==> src/hdl/tcpf_pkg.sv <==
package tcpf_pkg;

  // Fixed packet geometry and default store depths
  localparam int PacketQuads      = 16;
  localparam int HeadDepthDefault = 8;
  localparam int QuadDepthDefault = 128;

  // Stream payload widths
  localparam int InDataW  = 168;
  localparam int OutDataW = 168;
  localparam int BeatIdxW = 5;

  // Request codes
  typedef enum logic [3:0] {
    ReqNetHeader = 4'd0,
    ReqNetQuad   = 4'd1,
    ReqPopData   = 4'd2,
    ReqPopHeader = 4'd3,
    ReqPushData  = 4'd4,
    ReqPushHead  = 4'd5,
    ReqReadRx    = 4'd6,
    ReqReadInj   = 4'd7,
    ReqOrRx      = 4'd8,
    ReqOrInj     = 4'd9
  } req_e;

  // Beat kinds
  localparam logic [1:0] KindResp = 2'd0;
  localparam logic [1:0] KindHead = 2'd1;
  localparam logic [1:0] KindQuad = 2'd2;

  // Outcome codes
  localparam logic [1:0] OcOk        = 2'd0;
  localparam logic [1:0] OcUnderflow = 2'd1;
  localparam logic [1:0] OcOverflow  = 2'd2;
  localparam logic [1:0] OcDropped   = 2'd3;

  // Configuration register indexes
  localparam logic [2:0] CfgRxWm      = 3'd0;
  localparam logic [2:0] CfgInjWm     = 3'd1;
  localparam logic [2:0] CfgRxEn      = 3'd2;
  localparam logic [2:0] CfgInjEn     = 3'd3;
  localparam logic [2:0] CfgRxCrit    = 3'd4;
  localparam logic [2:0] CfgInjCrit   = 3'd5;
  localparam logic [2:0] CfgRxNoncrit = 3'd6;
  localparam logic [2:0] CfgInjNoncrit = 3'd7;

  // Sequencer states
  typedef enum logic [2:0] {
    StIdle,
    StExec,
    StResp,
    StRead,
    StBeat
  } ctrl_state_e;

  // Controller to datapath
  typedef struct packed {
    logic                latch_in;
    logic                exec;
    logic                show_resp;
    logic                rd;
    logic [BeatIdxW-1:0] idx;
  } dp_cmd_t;

  // Datapath to controller
  typedef struct packed {
    logic send;
  } dp_status_t;

endpackage

==> src/hdl/tcpf_ctrl.sv <==
module tcpf_ctrl (
  input  logic                clk_i,
  input  logic                rst_ni,
  input  logic                in_valid_i,
  output logic                in_ready_o,
  output logic                out_valid_o,
  input  logic                out_ready_i,
  input  tcpf_pkg::dp_status_t status_i,
  output tcpf_pkg::dp_cmd_t   cmd_o
);
  import tcpf_pkg::*;

  ctrl_state_e         state_q, state_d;
  logic [BeatIdxW-1:0] idx_q, idx_d;

  // State and beat counter
  always_ff @(posedge clk_i or negedge rst_ni) begin
    if (!rst_ni) begin
      state_q <= StIdle;
      idx_q   <= '0;
    end else begin
      state_q <= state_d;
      idx_q   <= idx_d;
    end
  end

  // Next state
  always_comb begin
    state_d = state_q;
    idx_d   = idx_q;
    unique case (state_q)
      StIdle: if (in_valid_i) state_d = StExec;
      StExec: state_d = StResp;
      StResp: begin
        if (out_ready_i) begin
          idx_d   = '0;
          state_d = status_i.send ? StRead : StIdle;
        end
      end
      StRead: state_d = StBeat;
      StBeat: begin
        if (out_ready_i) begin
          if (idx_q == BeatIdxW'(PacketQuads)) begin
            state_d = StIdle;
          end else begin
            idx_d   = idx_q + 1'b1;
            state_d = StRead;
          end
        end
      end
      default: state_d = StIdle;
    endcase
  end

  // Outputs
  always_comb begin
    in_ready_o        = (state_q == StIdle);
    out_valid_o       = (state_q == StResp) || (state_q == StBeat);
    cmd_o.latch_in    = (state_q == StIdle) && in_valid_i;
    cmd_o.exec        = (state_q == StExec);
    cmd_o.show_resp   = (state_q == StResp);
    cmd_o.rd          = (state_q == StRead);
    cmd_o.idx         = idx_q;
  end

  // Checks
  a_idx_range: assert property (@(posedge clk_i) disable iff (!rst_ni)
    idx_q <= BeatIdxW'(PacketQuads)) else $error("beat index out of range");
  a_exec_after_accept: assert property (@(posedge clk_i) disable iff (!rst_ni)
    cmd_o.latch_in |=> cmd_o.exec) else $error("accepted item not executed");
  a_read_before_beat: assert property (@(posedge clk_i) disable iff (!rst_ni)
    cmd_o.rd |=> (state_q == StBeat)) else $error("link read not followed by beat");

endmodule

==> config.mk <==
export PLATFORM = sky130hd
export DESIGN_NAME = tcpf_ctrl
export DESIGN_NICKNAME = d
export VERILOG_FILES = /design/src/hdl/tcpf_pkg.sv /design/src/hdl/tcpf_ctrl.sv
export SDC_FILE = /design/constraint.sdc
export NUM_CORES = 1
export LEC_CHECK = 0
export ABC_AREA = 0
export BUFFER_PORTS_ARGS = -buffer_cell sky130_fd_sc_hd__buf_2
export CAP_MARGIN = 30
export CORE_MARGIN = 8
export CORE_UTILIZATION = 34
export DETAILED_ROUTE_END_ITERATION = 10
export GPL_TIMING_DRIVEN = 0
export RECOVER_POWER = 100
export SYNTH_ARGS = -nofsm -noshare
export SYNTH_HDL_FRONTEND = slang
export SYNTH_SLANG_ARGS = --single-unit
export TNS_END_PERCENT = 30
==> constraint.sdc <==
create_clock -name clk_i -period 3.6 [get_ports clk_i]
set_input_delay 0.18 -clock clk_i [delete_from_list [all_inputs] [get_ports clk_i]]
set_output_delay 0.18 -clock clk_i [all_outputs]
set_load 0.01 [all_outputs]
After elaboration in Yosys (flattened, before gate mapping)
Index checks and enable logic that the tools add are counted.
Storage, ports and cells
  bits of input ports: 5
  word-level logic and storage cells: 28
  register bits after elaboration: 8
  output and inout port bits: 11
Cells by class
  $add $sub $neg: 1
  reductions and logical operators: 6
  muxes and demuxes: 10
  equal/unequal tests: 9
Operator list (count)
  $mux W5: 3
  $pmux W3 S5: 1
  $pmux W5 S2: 1
  $mux W3: 3
  $ne A2 B2 Y1 const B: 4
  $eq A3 B2 Y1 const B: 2
  $add A5 B1 Y5 const B: 1
  $eq A5 B5 Y1 const B: 1
  $mux W2: 2
  $reduce_and A4 Y1: 1
  $eq A3 B1 Y1 const B: 1
  $eq A3 B3 Y1 const B: 1
  $logic_not A3 Y1: 1
  $reduce_and A3 Y1: 1
  $reduce_bool A2 Y1: 1
  $logic_and A1 B1 Y1: 1
  $logic_or A1 B1 Y1: 1

Depth between registers and ports, before layout
  depth in word-level cells: 4
  depth in mapped cells: 5
  depth with buffers taken out: 5

Worst setup path after synthesis
Ideal clock, no wire load.
  path kind: register to register
  start point: register idx_q[0]
  end point: register state_q[1]
  setup time: 0.124 ns
  stages on the path, launching flop included: 6
  slack: 2.279 ns
  period minus slack after synthesis: 1.321 ns
  data required time: 3.476 ns
  arrival time: 1.197 ns
  cell sequence: dfrtp_1 > inv_1 > ha_1 > nor4bb_2 > nor3_1 > o31a_1
Between the ends
  cells in the longest elaborated chain, start to end: 4
Ends and longest elaborated chain
  start: declaration: RTL line tcpf_ctrl.sv:14  | logic [BeatIdxW-1:0] idx_q, idx_d;
  start signal: assignment: RTL line tcpf_ctrl.sv:23  | idx_q <= idx_d;
  $eq A5 B5 Y1: RTL line tcpf_ctrl.sv:43  | if (idx_q == BeatIdxW'(PacketQuads)) begin
  $mux W2: RTL line tcpf_ctrl.sv:43
  $mux W3: RTL line tcpf_ctrl.sv:42  | if (out_ready_i) begin
  $pmux W3 S5: RTL line tcpf_ctrl.sv:31  | unique case (state_q)
  end signal: assignment: RTL line tcpf_ctrl.sv:19  | state_q <= StIdle;
  end signal: assignment: RTL line tcpf_ctrl.sv:22  | state_q <= state_d;
  end: declaration: RTL line tcpf_ctrl.sv:13  | ctrl_state_e state_q, state_d;
Every way passes these cells. The select of a mux whose other input is x is not followed.
A chain may end at the register's enable or synchronous reset.

Worst setup path in the final report
  start point: register state_q[1]
  end point: output port out_valid_o
Between the ends
  cells in the longest elaborated chain, start to end: 2
  elaborated cells between the ends (all ways): 3
  those cells by class: 2 x eq/ne; 1 x reduce/logical
Ends and longest elaborated chain
  $eq A3 B2 Y1 or $eq A3 B3 Y1 (tied branches): RTL line tcpf_ctrl.sv:58  | out_valid_o = (state_q == StResp) || (state_q == StBeat);
  $logic_or A1 B1 Y1 (*): RTL line tcpf_ctrl.sv:58
  end: declaration: RTL line tcpf_ctrl.sv:6  | output logic out_valid_o,
Mark *: on every way between the ends. The rest lies on a longest branch, timed or not.

==> flow_summary.ini <==
[critical_path]
cpPeakStageDelay_ns = 0.42
crit_path_start_kind = flip-flop
crit_family = buffers and inverters
path_buf_inv = 2
slowest_stage = dfrtp_1
critical_path.most_common_cell = clkbuf_1
required_ns = 3.42
worst_r2r_endpoint = state_q[1]
endpoint_kind = output pin
cp_max_fo = 10
crit_start = state_q[1]
timing.rr.start = idx_q[0]
cp.arrival_ns = 1.45
path_class = reg -> out
crit_chain = clkbuf_1, nor2_1, nand2_1, o21ai_0, clkbuf_1
r2r_slack_ns = 2.12
ff2ff_path_depth = 5

[drt]
vias = 548
dr.first_iter.drc_count = 8
via_per_inst = 5.48
remaining_drc_errors = 0
wl_per_cell_microns = 15.0
ant_nets = 0
firstDrtPassIters = 4
routed_wl_microns = 1500

[logic_synthesis]
synth.most_common_cell = dfrtp_1
syn_area_per_cell_sq_um = 8.95
ys_warn_count = 0
synthFlopType = dfrtp_1
synth_edf_count = 0
ys_ff_latch = 8
synthDistinctLibCells = 33
ys_seq_area_share_pct = 34.9
async_flop_share_pct = 100
synth_top_area_share_pct = 34.9
synth_cells = 64
syn-cell-area_sq_um = 573
syn-num-nets = 71
synth_top_cell_by_area = dfrtp_1
synth_commonest_cells = 8 x dfrtp_1, 6 x o21ai_0, 5 x inv_1
yosys-top-cells-area = dfrtp_1 35%, o21ai_0 5.2%, ha_1 4.4%, nand3_1 3.5%, and2_1 3.3%

[run_status]
status = finished, final reports clean

[power]
peakVddDrop_uv = 312
leakage_nw = 0.284
pwr_density_cell_nw_per_um2 = 683

[cells_and_area]
fill_cells = 186
drive_gt1_share_pct = 13.3
syn_to_final_growth_pct = 19.0
final-seq-area_sq_um = 200
fin_util_pct = 41.3
antennaDiodeCount = 0
nets = 92
multi_input_area_sq_um = 333

[global_routing]
grt_pass1_wl_microns = 2570
grt_max_degree = 11
grt_overflow = 0
grt_pass1_vias = 556
grt_usage_pct = 9.89
antenna_found_initial = 0

[sta]
finalCritPeriodShare_pct = 45.3
finalSetupTns_ns = 0
final-hold-violation-count = 0
fin_crit_ns = 1.63
setup_viol = 0
hold_slack_ns = 0.196
slew_viol_final = 0
tightest_slew_ns = 0.474
slew_headroom_pct = 68.4
rsz0062_at_grt = no
finalClockSkew_ns = 0.00593
fmax_mhz = 613

[clocking]
cts_sinks = 8
cts_made_buffers = 3
post_cts_buffers = 0
worstSkewPairLatency_ns = 0.26
cts_root_buf = clkbuf_4
htreeDepth = 1
cts_tree = built
cts.clk_slew.worst_paths_ns = 0.06
clockBufferDepth = 2

[die]
rows = 15
die_h_microns = 57.1
fp.coreArea_sq_um = 1650
die_w_microns = 57.1
die-area_sq_um = 3260
start_util_pct = 34.7
ioPinCount = 16

[place]
gp_congestion = 0.795
dpl.hpwl_microns = 1130
io_buffers = 15

[job]
maxCapViolations = 0

[worst_hold_path]
hold_start = status_i
min_path_cells = 3
hold_end = state_q[0]
hp-class = in -> reg
## cell type report
class	instances	area share, %
plain buffers	3	2.02
clock buffers	3	3.30
inverters	5	2.75
multi-input cells	48	48.8
flip-flops and latches	8	29.4
well taps	17	3.12
repair buffers	16	10.6
## logic make-up after synthesis
group                      share of synthesized area (%)
buffers and inverters                               5.89
adders and majority gates                           4.37
AOI/OAI and AO/OA                                   24.2
DFF                                                 34.9
and+or+nand+nor                                     28.8
muxes                                               1.75
## stage by stage
stage	total power (W)	area [sq um]	setup WS (ns)	instances
3_5_place_dp	0.000407	669	2.19	96
5_1_grt	0.000513	682	1.83	100
4_1_cts	0.000482	702	2.06	100
6_report	0.000466	682	1.97	100
2_1_floorplan	0.000319	573	2.28	64
3_3_place_gp	0.000405	669	2.19	96
## tightest hold or removal path, stage by stage
cell and delay, ns:
buf_2 0.11, nand2_1 0.06, a211oi_1 0.07
## power by group
group,internal [W],total (W),switching (W)
sequential,0.000113,0.000143,0.0000294
combinational,0.000103,0.000252,0.000148
clock,0.0000383,0.0000715,0.0000331
total,0.000255,0.000466,0.000211
## sequential cells by signal (all words and copies together) (netlist names)
| register | cells |
|---|---|
| idx_q | 5 |
| state_q | 3 |
## metal layers
layer	part of all wire [%]	wire [microns]	track usage (%)	vias up
li1	-	-	-	280
met1	49	741	12.1	255
met2	44	665	14.6	13
met3	6.3	95	5.76	0
met4	0	0	2.01	0
met5	0	0	0	-
## worst max path at each step
stage | endpoint | slack [ns] | cells past startpoint
after floorplan | state_q[1] | 2.28 | 5
after global placement | state_q[1] | 2.19 | 5
after detailed placement | state_q[1] | 2.19 | 5
after CTS | cmd_o[8] | 2.06 | 4
after global routing | out_valid_o | 1.83 | 5
final | out_valid_o | 1.97 | 5
## timing repair
action                    in CTS  in global routing
hold endpoints to repair       8                  0
resized for setup              0                  0
hold buffers                   1                  0
## layout by cell type (no fill, tap or decap), types with 2 or more instances in the layout
| cell type | n |
|---|---|
| nand3_1 | 4 |
| a41oi_1 | 2 |
| clkbuf_4 | 3 |
| clkbuf_1 | 11 |
| buf_2 | 7 |
| ha_1 | 2 |
| inv_1 | 5 |
| o21ai_0 | 7 |
| nand2_1 | 3 |
| and2_0 | 3 |
| dfrtp_1 | 8 |
| a21oi_1 | 2 |
| nor3_1 | 2 |
| nor3b_1 | 2 |
Note: power is estimated with default switching activity, not from simulation.
